File: config.mk
export PLATFORM = sky130hd
export DESIGN_NAME = tce_ctrl
export DESIGN_NICKNAME = d
export VERILOG_FILES = /design/src/rtl/tce_pkg.sv /design/src/rtl/tce_ctrl.sv
export SDC_FILE = /design/constraint.sdc
export NUM_CORES = 1
export LEC_CHECK = 0
export ABC_AREA = 1
export BUFFER_PORTS_ARGS = -buffer_cell sky130_fd_sc_hd__buf_4
export CORE_ASPECT_RATIO = 1.5
export CORE_UTILIZATION = 35
export DETAILED_ROUTE_END_ITERATION = 16
export GPL_TIMING_DRIVEN = 0
export PLACE_DENSITY = 0.66
export SYNTH_ARGS = -nofsm -noshare
export SYNTH_HDL_FRONTEND = slang
export SYNTH_SLANG_ARGS = --single-unit
File: constraint.sdc
create_clock -name clk -period 5.1 [get_ports clk]
set_input_delay 0.51 -clock clk [delete_from_list [all_inputs] [get_ports clk]]
set_output_delay 0.51 -clock clk [all_outputs]
set_load 0.05 [all_outputs]
File: src/rtl/tce_pkg.sv
// Shared constants, types and helpers of the text console engine.
package tce_pkg;

  localparam int SCREEN_COLUMNS = 80;
  localparam int SCREEN_ROWS    = 25;
  localparam int CELL_COUNT     = SCREEN_COLUMNS * SCREEN_ROWS;
  localparam int ADDR_W         = $clog2(CELL_COUNT);
  localparam int ROW_W          = 5;
  localparam int COL_W          = 7;
  localparam int CELL_W         = 16;
  localparam int COPY_LAST      = SCREEN_COLUMNS * (SCREEN_ROWS - 1) - 1;
  localparam int LAST_CELL      = CELL_COUNT - 1;

  localparam logic [7:0] SPACE_CHAR   = 8'h20;
  localparam logic [7:0] CHAR_NL      = 8'h0A;
  localparam logic [7:0] CHAR_CR      = 8'h0D;
  localparam logic [7:0] CHAR_BS      = 8'h08;
  localparam logic [7:0] DEFAULT_ATTR = 8'h07;
  localparam logic [CELL_W-1:0] DEFAULT_CELL = {DEFAULT_ATTR, SPACE_CHAR};
  localparam logic [15:0] HIDDEN_LOCATION = 16'hFFFF;

  localparam logic [2:0] OP_PUT_BYTE   = 3'd0;
  localparam logic [2:0] OP_SET_CURSOR = 3'd1;
  localparam logic [2:0] OP_DRAW_CHAR  = 3'd2;
  localparam logic [2:0] OP_READ_CELL  = 3'd3;
  localparam logic [2:0] OP_CLEAR      = 3'd4;

  localparam logic REG_TEXT_ATTR    = 1'b0;
  localparam logic REG_CURSOR_SHOWN = 1'b1;

  typedef struct packed {
    logic              en;
    logic [ADDR_W-1:0] addr;
    logic [CELL_W-1:0] data;
  } wr_req_t;

  typedef struct packed {
    logic             status;
    logic [7:0]       read_char;
    logic [ROW_W-1:0] row;
    logic [COL_W-1:0] col;
  } result_t;

  function automatic logic [ADDR_W-1:0] cell_index(input logic [ROW_W-1:0] r,
                                                   input logic [COL_W-1:0] c);
    return ADDR_W'(int'(r) * SCREEN_COLUMNS + int'(c));
  endfunction

endpackage

File: src/rtl/tce_ctrl.sv
// Operation sequencer: cursor state, cell read-modify-write, scroll and clear sweeps.
module tce_ctrl (
  input  logic                          clk,
  input  logic                          rst,
  input  logic                          item_valid,
  output logic                          item_stall,
  input  logic [2:0]                    opcode,
  input  logic [7:0]                    char_code,
  input  logic [tce_pkg::ROW_W-1:0]     row_in,
  input  logic [tce_pkg::COL_W-1:0]     col_in,
  input  logic [7:0]                    cell_attribute,
  input  logic [7:0]                    text_attr,
  input  logic                          out_free,
  output logic                          res_valid,
  output tce_pkg::result_t              res,
  output tce_pkg::wr_req_t              wr,
  output logic [tce_pkg::ADDR_W-1:0]    raddr,
  input  logic [tce_pkg::CELL_W-1:0]    rdata
);

  typedef enum logic [6:0] {
    S_INIT   = 7'b0000001,
    S_IDLE   = 7'b0000010,
    S_READ   = 7'b0000100,
    S_SCROLL = 7'b0001000,
    S_BLANK  = 7'b0010000,
    S_CLEAR  = 7'b0100000,
    S_DONE   = 7'b1000000
  } state_t;

  state_t                      state;
  logic [tce_pkg::ADDR_W-1:0]  cnt;
  logic [tce_pkg::ROW_W-1:0]   cur_row;
  logic [tce_pkg::COL_W-1:0]   cur_col;
  logic                        status_r;
  logic [7:0]                  rchar_r;
  logic                        is_get;
  logic [tce_pkg::ADDR_W-1:0]  idx_r;
  logic                        pw_en;
  logic                        pw_copy;
  logic [tce_pkg::ADDR_W-1:0]  pw_addr;
  logic [tce_pkg::CELL_W-1:0]  pw_data;

  logic                        accept;
  logic                        in_range;
  logic                        last_row;
  logic                        last_col;
  logic [tce_pkg::COL_W-1:0]   bs_col;
  logic [tce_pkg::ADDR_W-1:0]  cur_idx;
  logic [tce_pkg::ADDR_W-1:0]  bs_idx;
  logic [tce_pkg::ADDR_W-1:0]  in_idx;

  // The last write of the clearing pass after reset lands in the first idle cycle,
  // so no cell read may start before it.
  assign item_stall = (state != S_IDLE) || pw_en;
  assign accept     = item_valid && !item_stall;
  assign in_range   = (row_in < tce_pkg::ROW_W'(tce_pkg::SCREEN_ROWS)) &&
                      (col_in < tce_pkg::COL_W'(tce_pkg::SCREEN_COLUMNS));
  assign last_row   = (cur_row == tce_pkg::ROW_W'(tce_pkg::SCREEN_ROWS - 1));
  assign last_col   = (cur_col == tce_pkg::COL_W'(tce_pkg::SCREEN_COLUMNS - 1));
  assign bs_col     = cur_col - 1'b1;
  assign cur_idx    = tce_pkg::cell_index(cur_row, cur_col);
  assign bs_idx     = tce_pkg::cell_index(cur_row, bs_col);
  assign in_idx     = tce_pkg::cell_index(row_in, col_in);

  // Scroll reads run one row ahead of the delayed copy writes.
  always_comb begin
    if (state == S_SCROLL) begin
      raddr = tce_pkg::ADDR_W'(cnt + tce_pkg::ADDR_W'(tce_pkg::SCREEN_COLUMNS));
    end else if (opcode == tce_pkg::OP_READ_CELL) begin
      raddr = in_idx;
    end else begin
      raddr = bs_idx;
    end
  end

  // All store writes go out in the cycle after they are decided.
  always_comb begin
    wr.en   = pw_en;
    wr.addr = pw_addr;
    wr.data = pw_copy ? rdata : pw_data;
  end

  assign res_valid     = (state == S_DONE) && out_free;
  assign res.status    = status_r;
  assign res.read_char = rchar_r;
  assign res.row       = cur_row;
  assign res.col       = cur_col;

  always_ff @(posedge clk) begin
    if (rst) begin
      state   <= S_INIT;
      cnt     <= '0;
      cur_row <= '0;
      cur_col <= '0;
      pw_en   <= 1'b0;
      pw_copy <= 1'b0;
    end else begin
      pw_en   <= 1'b0;
      pw_copy <= 1'b0;
      unique case (state) inside
        S_INIT, S_CLEAR: begin
          pw_en   <= 1'b1;
          pw_addr <= cnt;
          pw_data <= tce_pkg::DEFAULT_CELL;
          if (cnt == tce_pkg::ADDR_W'(tce_pkg::LAST_CELL)) begin
            cnt   <= '0;
            state <= (state == S_INIT) ? S_IDLE : S_DONE;
          end else begin
            cnt <= cnt + 1'b1;
          end
        end
        S_IDLE: begin
          if (accept) begin
            status_r <= 1'b0;
            rchar_r  <= 8'h00;
            is_get   <= (opcode == tce_pkg::OP_READ_CELL);
            idx_r    <= bs_idx;
            state    <= S_DONE;
            unique case (opcode)
              tce_pkg::OP_PUT_BYTE: begin
                if (char_code == tce_pkg::CHAR_NL) begin
                  cur_col <= '0;
                  if (last_row) begin
                    cnt   <= '0;
                    state <= S_SCROLL;
                  end else begin
                    cur_row <= cur_row + 1'b1;
                  end
                end else if (char_code == tce_pkg::CHAR_CR) begin
                  cur_col <= '0;
                end else if (char_code == tce_pkg::CHAR_BS) begin
                  if (cur_col != '0) begin
                    cur_col <= bs_col;
                    state   <= S_READ;
                  end
                end else begin
                  pw_en   <= 1'b1;
                  pw_addr <= cur_idx;
                  pw_data <= {text_attr, char_code};
                  if (last_col) begin
                    cur_col <= '0;
                    if (last_row) begin
                      cnt   <= '0;
                      state <= S_SCROLL;
                    end else begin
                      cur_row <= cur_row + 1'b1;
                    end
                  end else begin
                    cur_col <= cur_col + 1'b1;
                  end
                end
              end
              tce_pkg::OP_SET_CURSOR: begin
                if (in_range) begin
                  cur_row <= row_in;
                  cur_col <= col_in;
                end else begin
                  status_r <= 1'b1;
                end
              end
              tce_pkg::OP_DRAW_CHAR: begin
                if (in_range) begin
                  pw_en   <= 1'b1;
                  pw_addr <= in_idx;
                  pw_data <= {cell_attribute, char_code};
                end else begin
                  status_r <= 1'b1;
                end
              end
              tce_pkg::OP_READ_CELL: begin
                if (in_range) begin
                  state <= S_READ;
                end else begin
                  status_r <= 1'b1;
                end
              end
              tce_pkg::OP_CLEAR: begin
                cur_row <= '0;
                cur_col <= '0;
                cnt     <= '0;
                state   <= S_CLEAR;
              end
              default: begin
              end
            endcase
          end
        end
        S_READ: begin
          if (is_get) begin
            rchar_r <= rdata[7:0];
          end else begin
            // Backspace keeps the attribute byte of the cell.
            pw_en   <= 1'b1;
            pw_addr <= idx_r;
            pw_data <= {rdata[15:8], tce_pkg::SPACE_CHAR};
          end
          state <= S_DONE;
        end
        S_SCROLL: begin
          pw_en   <= 1'b1;
          pw_copy <= 1'b1;
          pw_addr <= cnt;
          cnt     <= cnt + 1'b1;
          if (cnt == tce_pkg::ADDR_W'(tce_pkg::COPY_LAST)) begin
            state <= S_BLANK;
          end
        end
        S_BLANK: begin
          pw_en   <= 1'b1;
          pw_addr <= cnt;
          pw_data <= {text_attr, tce_pkg::SPACE_CHAR};
          if (cnt == tce_pkg::ADDR_W'(tce_pkg::LAST_CELL)) begin
            cnt     <= '0;
            cur_row <= tce_pkg::ROW_W'(tce_pkg::SCREEN_ROWS - 1);
            state   <= S_DONE;
          end else begin
            cnt <= cnt + 1'b1;
          end
        end
        S_DONE: begin
          if (out_free) begin
            state <= S_IDLE;
          end
        end
        default: begin
          state <= S_INIT;
        end
      endcase
    end
  end

endmodule

== After elaboration in Yosys (flattened, before gate mapping) ==
Index checks and enable logic that the tools add are counted.
Storage, ports and cells
  flip-flop bits (word level): 80
  bits in latches: 0
  memory bits (writable): 0
  ROM bits: 0
  input bits: 59
  output and inout port bits: 62
  memories kept: 0
Cells by class
  add/subtract/negate cells: 8
  multipliers: 2
  divide/modulo/power cells: 0
  order comparisons: 2
  equality and inequality tests: 39
  shift operators: 0
  mux-type cells: 73
  bitwise logic cells: 1
  reduce and logical (&&, ||, !) cells: 25
Operators by type and width (number)
  2-to-1 mux 11 bit: 15
  2-to-1 mux 7 bit: 19
  2-to-1 mux 16 bit: 7
  one-hot mux 11 bit (3 select lines): 2
  one-hot mux 16 bit (4 select lines): 1
  one-hot mux 11 bit (2 select lines): 2
  one-hot mux 7 bit (3 select lines): 2
  one-hot mux 7 bit (6 select lines): 1
  2-to-1 mux 5 bit: 8
  one-hot mux 16 bit (2 select lines): 1
  equality test 8 x 4 -> 1 bit, second input constant: 3
  adder 11 x 7 -> 11 bit: 2
  equality test 11 bit, second input constant: 2
  AND reduction 9 bit: 2
  2-to-1 mux 8 bit: 2
  one-hot mux 8 bit (2 select lines): 1
  != test 3 bit, second input constant: 5
  one-hot mux 5 bit (3 select lines): 1
  equality test 7 bit, second input constant: 2
  multiplier 5 x 3 -> 7 bit, second input constant: 2
  != test 2 bit, second input constant: 6
  != test 4 bit, second input constant: 3
  adder 11 x 1 -> 11 bit, second input constant: 1
  adder 11 x 7 -> 11 bit, second input constant: 1
  42 further kinds: 59

== Depth between registers and ports, before layout ==
Gate-level depths: netlist (run 1).
  word-level depth: 9
  depth in mapped cells: 16
  gate-level depth less buffers: 15

== Worst setup path before layout (run 1) ==
Ideal clock, no wire load.
  path type: register to output
  start point: register cur_col[0] in the netlist's numbering
  end point: output port raddr[8] in the netlist's numbering
  arrival time: 3.549 ns
  setup slack: 1.041 ns
  cell stages (with the launch flop): 13
  path through: dfxtp_1 > inv_1 > ha_1 > nand2_1 > nor2_1 > xor2_1 > ha_1 > fa_1 > nand2_1 > a21boi_0 > xor2_1 > nor2_1 > o21ai_0
On the way
  cells in the longest elaborated chain, start to end: 4
RTL lines
  from (decl): RTL line tce_ctrl.sv:34  | logic [tce_pkg::COL_W-1:0] cur_col;
  from (signal assigned): RTL line tce_ctrl.sv:134  | cur_col <= bs_col;
  from (signal assigned): RTL line tce_ctrl.sv:150  | cur_col <= cur_col + 1'b1;
  from (signal assigned): RTL line tce_ctrl.sv:157  | cur_col <= col_in;
  subtractor 7 x 1 -> 7 bit: RTL line tce_ctrl.sv:61  | assign bs_col = cur_col - 1'b1;
  net bs_col (one bit): RTL line tce_ctrl.sv:48  | logic [tce_pkg::COL_W-1:0] bs_col;
  adder 11 x 7 -> 11 bit: RTL line tce_pkg.sv:46  | return ADDR_W'(int'(r) * SCREEN_COLUMNS + int'(c));
  net bs_idx (one bit): RTL line tce_ctrl.sv:50  | logic [tce_pkg::ADDR_W-1:0] bs_idx;
  2-to-1 mux 11 bit: RTL line tce_ctrl.sv:70  | end else if (opcode == tce_pkg::OP_READ_CELL) begin
  2-to-1 mux 11 bit: RTL line tce_ctrl.sv:68  | if (state == S_SCROLL) begin
  to (decl): RTL line tce_ctrl.sv:17  | output logic [tce_pkg::ADDR_W-1:0] raddr,
The timed path passes the listed nets, and every way through them passes these cells.

== Worst setup path in the final report (run 1) ==
  start point: register cur_col[0] in the netlist's numbering
  end point: output port raddr[10] in the netlist's numbering
On the way
  cells in the longest elaborated chain, start to end: 4
RTL lines (RTL line)
  subtractor 7 x 1 -> 7 bit: tce_ctrl.sv:61
  net bs_col (one bit): tce_ctrl.sv:48
  adder 11 x 7 -> 11 bit: tce_pkg.sv:46
  2-to-1 mux 11 bit: tce_ctrl.sv:70
  2-to-1 mux 11 bit: tce_ctrl.sv:68
The timed path passes the listed nets, and every way through them passes these cells.

==> results.py, run 1 <==
metrics = {
    "run_status": {
        "status": "finished, final reports clean",
    },
    "critical_path": {
        "critPathLaunchType": "flop",
        "crit_type": "reg2out",
        "critical-path-max-stage-delay_ps": 380,
        "path_delay_family": "simple AND/OR/NAND/NOR gates",
        "r2r_end": "pw_addr[9]$_DFFE_PP_",
        "cp-end-kind": "primary output",
        "crit_path_cell_trace": "inv_1 -> ha_1 -> nand2_1 -> nor2_1 -> xor2_1 -> ha_1 -> fa_1 -> nand2_1 -> a21boi_0 -> nand3_1 -> inv_1 -> nand2_1 -> nand3_1 -> nand3_1 -> o21ai_0 -> buf_4",
        "critPathMaxFanout": 7,
        "arrival_ps": 3370,
        "reg2reg_from": "cur_row[1]$_SDFFE_PP0P_",
        "reg2reg_depth": 10,
        "cp_slowest_cell": "dfxtp_1",
        "path_buf_inv": 3,
        "required_ps": 4590,
        "reg2reg_slack_ps": 2330,
    },
    "drt": {
        "wl_per_cell_um": 15.2,
        "drt-met1-wl_mm": 7.03,
        "postRouteAntennaNets": 0,
        "met3WireLength_um": 690,
        "firstDrtPassIters": 5,
        "wl_met2_mm": 9.04,
        "drc": 0,
        "wl_mm": 17.4,
        "top_layer_used": "met4",
        "vias_per_cell": 5.01,
        "vias": 5757,
        "drt_iter0_markers": 384,
    },
    "hold_path": {
        "min_to": "pw_data[11]$_DFFE_PP_",
        "hold_class": "in2reg",
        "min_from": "rdata[11]",
        "hold_depth": 3,
    },
    "finish": {
        "layout_common_cells": "174 x nand2_1, 128 x nor2_1, 123 x buf_4, 80 x inv_1",
        "nNetsFinal": 1031,
        "drive_above_1_share_pct": 20.6,
        "final_common_cell": "nand2_1",
        "syn_to_final_growth_pct": 25.0,
        "multi_input_area_sq_um": 3290,
        "n_antenna_cell": 0,
        "fill_cells": 1685,
        "fin_cells": 1149,
        "ff_latch_area_sq_um": 2080,
    },
    "floorplanning": {
        "io_pins": 121,
        "initial_utilization_pct": 36.0,
        "die_x_um": 108,
        "rows": 57,
        "design.core.area_sq_um": 16300,
        "dieArea_sq_um": 17300,
        "die_height_um": 161,
    },
    "place": {
        "place_ws_ps": 1620,
        "place_inst": 1133,
        "io_buffer_count": 119,
        "gp_congestion": 0.919,
        "hpwl_mm": 13.9,
    },
    "sta": {
        "grt_setup_unrepaired": "no",
        "fin_skew_ps": 9.66,
        "whs_ps": 451,
        "setup_tns_ps": 0,
        "min_period_ps": 3880,
        "final_max_slew_viol_count": 0,
        "setup_viol": 0,
        "layout_setup_ws_ps": 1220,
        "slew_headroom_pct": 18.6,
        "tightest_slew_ps": 1210,
        "max_freq_mhz": 257,
        "period_share_pct": 76.2,
        "finalHoldViolCount": 0,
    },
    "grt": {
        "grt_pass1_vias": 5480,
        "grt_max_degree": 18,
        "antenna_found_initial": 0,
        "grt_first_pass_wirelength_mm": 27.4,
        "gr-total-overflow": 0,
        "track_usage_pct": 20.6,
    },
    "power_and_ir_drop": {
        "power_density_nw_per_um2": 389,
        "power_mw": 2.85,
        "leakage_nw": 3.36,
        "irDropWorstVdd_mv": 0.177,
    },
    "clock_network": {
        "post_cts_buffers": 0,
        "cts_tree": "yes",
        "cts_made_buffers": 9,
        "cts_root_buf": "clkbuf_16",
        "clock_sinks": 80,
        "clkSlewWorstSetupHoldPaths_ps": 70,
        "cts_resized": 0,
        "clock_latency_ps": 340,
        "htreeDepth": 3,
        "hold_buffers": 0,
        "cts_max_path_buffers": 2,
    },
    "logic_synthesis": {
        "ys_async_sr_fraction_pct": 0,
        "syn_area_sq_um": 5860,
        "syn_avg_cell_area_sq_um": 7.26,
        "ys_seq_area_share_pct": 35.5,
        "syn-num-nets": 900,
        "yosys_warnings": 0,
        "synth_edf_count": 48,
        "synth_flop_cell": "edfxtp_1",
        "ys_ff_latch": 80,
        "synth_cell_types": 43,
        "netlist_instances": 807,
    },
    "job": {
        "maxCapViolCount": 0,
    },
}
## worst max-delay path by stage
stage                            start        end  cells after the start
2_1_floorplan  cur_col[0]$_SDFFE_PP0P_   raddr[8]                     12
3_3_place_gp   cur_col[0]$_SDFFE_PP0P_  raddr[10]                     16
3_5_place_dp   cur_col[0]$_SDFFE_PP0P_  raddr[10]                     16
4_1_cts        cur_col[0]$_SDFFE_PP0P_  raddr[10]                     16
5_1_grt        cur_col[0]$_SDFFE_PP0P_  raddr[10]                     16
6_report       cur_col[0]$_SDFFE_PP0P_  raddr[10]                     16
## routing by layer
layer | global-route usage [%] | vias to the layer above
met5 | 0 | -
met4 | 10.8 | 0
met3 | 2.92 | 31
met2 | 36.7 | 168
met1 | 23.4 | 2642
li1 | - | 2916
## cell type report
cell class / instances / share of cell area, %
flip-flops and latches: 80 / 28.4
plain buffers: 31 / 2.03
repair buffers: 120 / 12.4
clock inverters: 7 / 0.922
multi-input cells: 603 / 44.9
clock buffers: 9 / 3.07
inverters: 93 / 4.82
well taps: 206 / 3.52
## logic make-up after synthesis
| family | share of synthesized area (%) |
|---|---|
| fa+ha+maj | 7.90 |
| xor+xnor | 4.93 |
| simple gates | 29.1 |
| compound gates | 12.4 |
| buf+inv | 8.56 |
| flops | 35.5 |
| mux | 1.54 |
## metrics by stage
stage               cell area, sq um  utilization (%)
finish                          7320             45.0
detailed placement              7030             43.2
floorplan                       5860                -
CTS                             7320             45.0
global placement                7010             43.1
global route                    7320             45.0
## registers in the layout (all words and copies together), names as in the netlist, 5 cells and up
signal and flops:
state 7, cur_row 5, idx_r 11, pw_addr 11, cur_col 7, cnt 11
rchar_r 8, pw_data 16
## cell usage after synthesis, types with 2 or more instances
cell | instances | share of area, %
nor2_1 | 129 | 8.3
a21oi_1 | 48 | 4.1
dfxtp_1 | 32 | 11
o211ai_1 | 2 | 0.26
o31ai_1 | 6 | 0.77
xnor2_1 | 2 | 0.30
o22ai_1 | 3 | 0.32
nor2_4 | 5 | 0.96
o21ai_1 | 8 | 0.68
nand4_1 | 17 | 1.8
ha_1 | 29 | 6.2
inv_1 | 80 | 5.1
a31oi_1 | 2 | 0.21
fa_1 | 5 | 1.7
nand2_2 | 3 | 0.32
nand2_1 | 174 | 11
nor2_2 | 9 | 0.96
nand3_1 | 42 | 3.6
inv_2 | 10 | 0.64
a22oi_1 | 15 | 1.9
buf_4 | 4 | 0.51
and3_1 | 2 | 0.21
edfxtp_1 | 48 | 25
mux2_2 | 8 | 1.5
clkbuf_1 | 17 | 1.1
nand3_2 | 3 | 0.51
buf_2 | 8 | 0.68
nor3_1 | 11 | 0.94
o21ai_0 | 41 | 3.5
xor2_1 | 31 | 4.6
## worst reg2reg max path: stages (launching register included)
cell and delay [ps]:
dfxtp_1 630, ha_1 320, ha_1 230, fa_1 480, clkbuf_1 230, nand2_1 90, inv_1 70, nand2_1 60
xor2_1 140, o21ai_1 150, o21ai_1 100
## power breakdown
part           total, mW  internal [mW]  switching [mW]
sequential         0.885          0.822          0.0632
combinational       1.31          0.383           0.932
clock              0.653          0.346           0.307
total               2.85           1.55            1.30
Note: power is estimated with default switching activity, not from simulation.
==> run 2, diff against run 1 <==
- ABC_AREA: 1 -> 0
- PLACE_DENSITY: 0.66 -> 0.68
- clock period: 5.1 -> 3.23 ns (I/O delays scaled with it)
==> results.py, run 2 <==
metrics = {
    "logic_synthesis": {
        "ys_top_cells_by_count": "54 x nor2_1, 48 x edfxtp_1, 45 x nand2_1",
        "ys_async_sr_fraction_pct": 0,
        "yosysMostFrequentCell": "nor2_1",
        "synth_cell_types": 69,
        "syn-num-nets": 709,
        "syn_area_sq_um": 5730,
        "synth_edf_count": 48,
        "yosys.area.top_type": "edfxtp_1",
        "ys_seq_area_share_pct": 36.3,
        "ys_top_cells_by_area": "edfxtp_1 25%, dfxtp_1 11%, ha_1 6.3%",
        "synth_flop_cell": "edfxtp_1",
        "syn_avg_cell_area_sq_um": 9.31,
        "netlist_instances": 616,
        "yosys_warnings": 0,
        "ys_ff_latch": 80,
        "synth.top_cell.area_share_pct": 25.1,
    },
    "clock_network": {
        "cts_root_buf": "clkbuf_16",
        "clock_sinks": 80,
        "clkSlewWorstSetupHoldPaths_ps": 70,
        "cts_made_buffers": 9,
        "cts_max_path_buffers": 2,
        "cts_tree": "yes",
        "htreeDepth": 3,
        "clock_latency_ps": 350,
    },
    "grt": {
        "grt_pass1_vias": 5155,
        "track_usage_pct": 20.6,
        "gr-total-overflow": 0,
        "grt_max_degree": 14,
        "antenna_found_initial": 0,
        "grt_first_pass_wirelength_mm": 26.8,
    },
    "critical_path": {
        "crit_type": "reg2out",
        "critPathLaunchType": "flop",
        "critPathMaxFanout": 8,
        "cp-end-kind": "primary output",
        "required_ps": 2910,
        "arrival_ps": 2860,
    },
    "sta": {
        "tightest_slew_ps": 998,
        "final_max_slew_viol_count": 0,
        "slew_headroom_pct": 33.2,
        "whs_ps": 249,
        "fin_skew_ps": 8.17,
        "period_share_pct": 98.7,
        "setup_viol": 0,
        "min_period_ps": 3190,
        "finalHoldViolCount": 0,
        "grt_setup_unrepaired": "yes",
        "max_freq_mhz": 314,
        "layout_setup_ws_ps": 42.4,
    },
    "run_status": {
        "status": "finished, final reports clean",
    },
    "finish": {
        "design_area_sq_um": 7410,
        "final_common_cell": "buf_4",
        "regMostFlops": "pw_data",
        "drive_above_1_share_pct": 29.0,
        "n_antenna_cell": 0,
        "ff_latch_area_sq_um": 2100,
        "nNetsFinal": 846,
        "layout_common_cells": "125 x buf_4, 50 x nor2_1, 48 x edfxtp_1, 45 x nand2_1, 38 x a21oi_1",
        "syn_to_final_growth_pct": 29.2,
        "fill_cells": 1595,
        "largest_reg_flops": 16,
        "multi_input_area_sq_um": 3480,
    },
    "floorplanning": {
        "die_height_um": 159,
        "rows": 57,
        "die_x_um": 107,
        "initial_utilization_pct": 35.6,
        "dieArea_sq_um": 16900,
        "io_pins": 121,
        "design.core.area_sq_um": 16100,
    },
    "hold_path": {
        "hold_class": "in2reg",
    },
    "place": {
        "hpwl_mm": 13.6,
        "io_buffer_count": 116,
        "placed_cell_area_sq_um": 6920,
        "gp_congestion": 0.915,
        "place_ws_ps": -120,
    },
    "drt": {
        "drt_iter0_markers": 335,
        "vias": 5337,
        "drc": 0,
        "wl_per_cell_um": 18.0,
        "firstDrtPassIters": 5,
        "wl_mm": 17.4,
        "postRouteAntennaNets": 0,
        "vias_per_cell": 5.54,
    },
    "job": {
        "maxCapViolCount": 0,
    },
    "power_and_ir_drop": {
        "power_density_nw_per_um2": 517,
        "irDropWorstVdd_mv": 0.337,
        "leakage_nw": 2.96,
    },
}
-- run 2: worst max-delay path, cell delays in order, from the launching register on --
cell     delay [ps]
dfxtp_2         320
buf_6           130
nor2_4          100
buf_4           120
nand3_1         170
xnor2_1         180
ha_1            360
a21o_1          130
nand2_1          90
nor3b_2         240
xnor2_2         150
mux2i_1         110
a21oi_2         210
buf_6           180
-- run 2: timing repair --
action                     4_1_cts  5_1_grt
setup buffers                    3        7
hold buffers                     0        0
setup endpoints to repair       12       15
gates cloned                     0        0
pin swaps                        3        9
resized for setup               20       19
-- run 2: kinds of logic (layout without fill, tap and decap cells) --
family / Yosys count / in the layout / share of synthesized area [%]
buffers and inverters: 68 / 210 / 5.28
XOR/XNOR: 38 / 38 / 6.04
AND/OR/NAND/NOR: 204 / 204 / 18.9
multiplexers: 34 / 34 / 6.33
AO/OA/AOI/OAI: 158 / 158 / 19.1
adder cells (fa/ha/maj): 34 / 34 / 8.07
flip-flops: 80 / 80 / 36.3
-- run 2: final timing paths --
| path | startpoint | to | slack (ps) | depth (start not counted) |
|---|---|---|---|---|
| worst max-delay path | cur_col[2]$_SDFFE_PP0P_ | raddr[10] | 40 | 13 |
| worst min-delay path | char_code[5] | pw_data[5]$_DFFE_PP_ | 250 | 2 |
| worst max register to register | state[0]$_SDFFE_PP1P_ | rchar_r[2]$_SDFFCE_PP0P_ | 90 | 7 |
| worst min register to register | cnt[1]$_SDFFE_PP0P_ | cnt[1]$_SDFFE_PP0P_ | 530 | 2 |
-- run 2: power by group --
group | switching [mW] | leakage, nW | total [mW] | internal, mW
sequential | 0.0491 | 0.718 | 1.29 | 1.24
combinational | 1.03 | 2.12 | 1.53 | 0.493
clock | 0.422 | 0.130 | 1.02 | 0.594
-- run 2: per-stage QoR --
stage	TNS, ps	total power, mW	std cells	util, %
2_1_floorplan	-51.7	2.34	616	-
3_3_place_gp	-9900	2.78	938	42.8
3_5_place_dp	-1150	2.82	939	42.9
4_1_cts	-107	3.82	957	45.3
5_1_grt	-123	3.98	964	46.0
6_report	0	3.83	964	46.0
-- run 2: metal layers --
| layer | GRT usage (%) | vias to the layer above | share of wire [%] | wire [um] |
|---|---|---|---|---|
| li1 | - | 2556 | - | - |
| met1 | 22.8 | 2546 | 39 | 6730 |
| met2 | 38.0 | 202 | 53 | 9260 |
| met3 | 3.16 | 33 | 5.2 | 910 |
| met4 | 8.90 | 0 | 2.9 | 496 |
| met5 | 0 | - | 0 | 0 |
-- run 2: cell type report --
class	count	share of cell area, %
Multi-Input combinational cell	468	47.0
Inverter	27	1.40
Buffer	40	2.74
Timing Repair Buffer	127	13.1
Tap cell	206	3.48
Clock inverter	6	0.811
Clock buffer	10	3.09
Sequential cell	80	28.4
==> run 3, diff against run 2 <==
- PLACE_DENSITY: 0.68 -> unset
- PLACE_DENSITY_LB_ADDON: unset -> 0.25
==> results.py, run 3 (same netlist as run 2, synthesis figures left out) <==
metrics = {
    "grt": {
        "grt_pass1_vias": 5279,
        "gr-total-overflow": 0,
        "grt_first_pass_wirelength_mm": 27.7,
        "grt_max_degree": 17,
        "track_usage_pct": 21.4,
        "antenna_found_initial": 0,
    },
    "floorplanning": {
        "rows": 57,
        "io_pins": 121,
        "die_x_um": 107,
        "initial_utilization_pct": 35.6,
        "dieArea_sq_um": 16900,
        "die_height_um": 159,
        "design.core.area_sq_um": 16100,
    },
    "power_and_ir_drop": {
        "switchingPower_mw": 1.50,
        "irDropWorstVdd_mv": 0.337,
        "power_density_nw_per_um2": 520,
        "p_clk_share_pct": 26.8,
        "sw_frac_of_total_pct": 39.3,
        "leakage_nw": 2.94,
        "combPwrFrac_pct": 39.4,
        "seqPwrFrac_pct": 33.8,
        "cell_internal_pwr_mw": 2.32,
    },
    "drt": {
        "firstDrtPassIters": 5,
        "vias_per_cell": 5.60,
        "wl_mm": 17.8,
        "postRouteAntennaNets": 0,
        "drc": 0,
        "wl_per_cell_um": 18.5,
        "vias": 5382,
        "drt_iter0_markers": 331,
    },
    "clock_network": {
        "hold_buffers": 0,
        "clock_sinks": 80,
        "clock_latency_ps": 340,
        "htreeDepth": 3,
        "cts_tree": "yes",
        "cts_root_buf": "clkbuf_16",
        "clkSlewWorstSetupHoldPaths_ps": 60,
        "cts_max_path_buffers": 2,
        "cts_made_buffers": 9,
    },
    "finish": {
        "final_util_pct": 45.7,
        "drive_above_1_share_pct": 28.1,
        "n_antenna_cell": 0,
        "nNetsFinal": 843,
        "largest_reg_flops": 16,
        "syn_to_final_growth_pct": 28.3,
        "regMostFlops": "pw_data",
        "fin_cells": 961,
        "layout_common_cells": "122 x buf_4, 51 x nor2_1, 48 x edfxtp_1, 45 x nand2_1, 38 x a21oi_1",
        "fill_cells": 1600,
        "final_common_cell": "buf_4",
    },
    "critical_path": {
        "cp_slowest_cell": "dfxtp_1",
        "reg2reg_slack_ps": 170,
        "reg2reg_from": "state[0]$_SDFFE_PP1P_",
        "required_ps": 2910,
        "critPathMaxFanout": 7,
        "path_delay_family": "simple AND/OR/NAND/NOR gates",
        "crit_path_end": "raddr[10]",
        "crit_path_cell_trace": "nor2_4 -> nand3_1 -> xnor2_1 -> ha_1 -> a21o_1 -> nand2_1 -> nor3b_1 -> xnor2_1 -> mux2i_1 -> a21oi_2 -> buf_6",
        "crit_type": "reg2out",
        "r2r_end": "rchar_r[6]$_SDFFCE_PP0P_",
        "critPathLaunchType": "flop",
        "reg2reg_depth": 7,
        "cp-end-kind": "primary output",
        "crit_top_cell": "xnor2_1",
        "arrival_ps": 2860,
        "critical-path-max-stage-delay_ps": 450,
        "startpoint": "cur_col[4]$_SDFFE_PP0P_",
        "path_buf_inv": 1,
        "cp.depth": 11,
    },
    "job": {
        "maxCapViolCount": 0,
    },
    "sta": {
        "min_period_ps": 3180,
        "setup_viol": 0,
        "period_share_pct": 98.4,
        "final_max_slew_viol_count": 0,
        "setup_tns_ps": 0,
        "grt_setup_unrepaired": "yes",
        "finalHoldViolCount": 0,
        "max_freq_mhz": 315,
        "fin_skew_ps": 5.70,
        "layout_setup_ws_ps": 50.6,
        "tightest_slew_ps": 1100,
        "slew_headroom_pct": 26.3,
    },
    "place": {
        "place_inst": 938,
        "place_ws_ps": -58.6,
        "gp_congestion": 0.913,
        "io_buffer_count": 116,
        "hpwl_mm": 14.1,
    },
    "hold_path": {
        "hold_class": "in2reg",
        "min_from": "char_code[5]",
    },
    "run_status": {
        "status": "finished, final reports clean",
    },
}
-- run 3: cell count changes in the layout (fill, tap and decap cells not counted), sizes merged --
cell      before  now
buf          145  142
clkinvlp       3    1
clkbuf        32   33
inv           27   28
-- run 3: worst min-delay path by stage --
| stage | end | cells after the start |
|---|---|---|
| final | pw_data[5]$_DFFE_PP_ | 2 |
| after global routing | pw_data[5]$_DFFE_PP_ | 2 |
| after CTS | pw_data[5]$_DFFE_PP_ | 2 |
| after detailed placement | cnt[1]$_SDFFE_PP0P_ | 2 |
| after global placement | cnt[1]$_SDFFE_PP0P_ | 2 |
| after floorplan | cnt[1]$_SDFFE_PP0P_ | 2 |
-- run 3: area by class of cell --
type | count | area, sq um | area share, %
repair buffers | 123 | 938 | 12.8
clock buffers | 11 | 233 | 3.16
well taps | 206 | 258 | 3.50
multi-input cells | 468 | 3470 | 47.1
clock inverters | 5 | 56.3 | 0.765
inverters | 27 | 104 | 1.41
plain buffers | 41 | 210 | 2.86
flip-flops and latches | 80 | 2090 | 28.4
-- run 3: worst register-to-register path: cells and delay by family (launching register included) --
family / cells / cell delay (ps)
AND/OR/NAND/NOR: 3 / 810
flip-flops: 1 / 290
buffers and inverters: 3 / 1170
AO/OA/AOI/OAI: 1 / 440
-- run 3: timing repair --
item                                    in CTS  in global routing
hold endpoints to repair                     0                  0
endpoints found under the setup margin      13                 15
gates resized for setup                     25                  8
pin swaps                                    2                  9
setup buffers                                3                  4
-- run 3: power groups by stage --
stage               registers, mW  logic, mW  clock network (mW)
floorplan                    1.47      0.872                   0
global placement             1.31       1.47                   0
detailed placement           1.32       1.49                   0
CTS                          1.29       1.50                1.04
global route                 1.30       1.60                1.08
finish                       1.29       1.51                1.03
-- run 3: per-layer routing --
metal | vias up | routed length [um] | global-route usage [%]
met3 | 41 | 1030 | 3.49
li1 | 2549 | - | -
met1 | 2567 | 7100 | 24.6
met5 | - | 0 | 0
met2 | 225 | 8980 | 38.2
met4 | 0 | 715 | 9.65
-- run 3: metrics by stage --
step                cell area (sq um)  total power, mW  hold WS (ps)
floorplan                        5770             2.34           483
global placement                 6900             2.78           507
detailed placement               6900             2.81           525
CTS                              7300             3.84           242
global route                     7360             3.99           246
finish                           7360             3.82           254
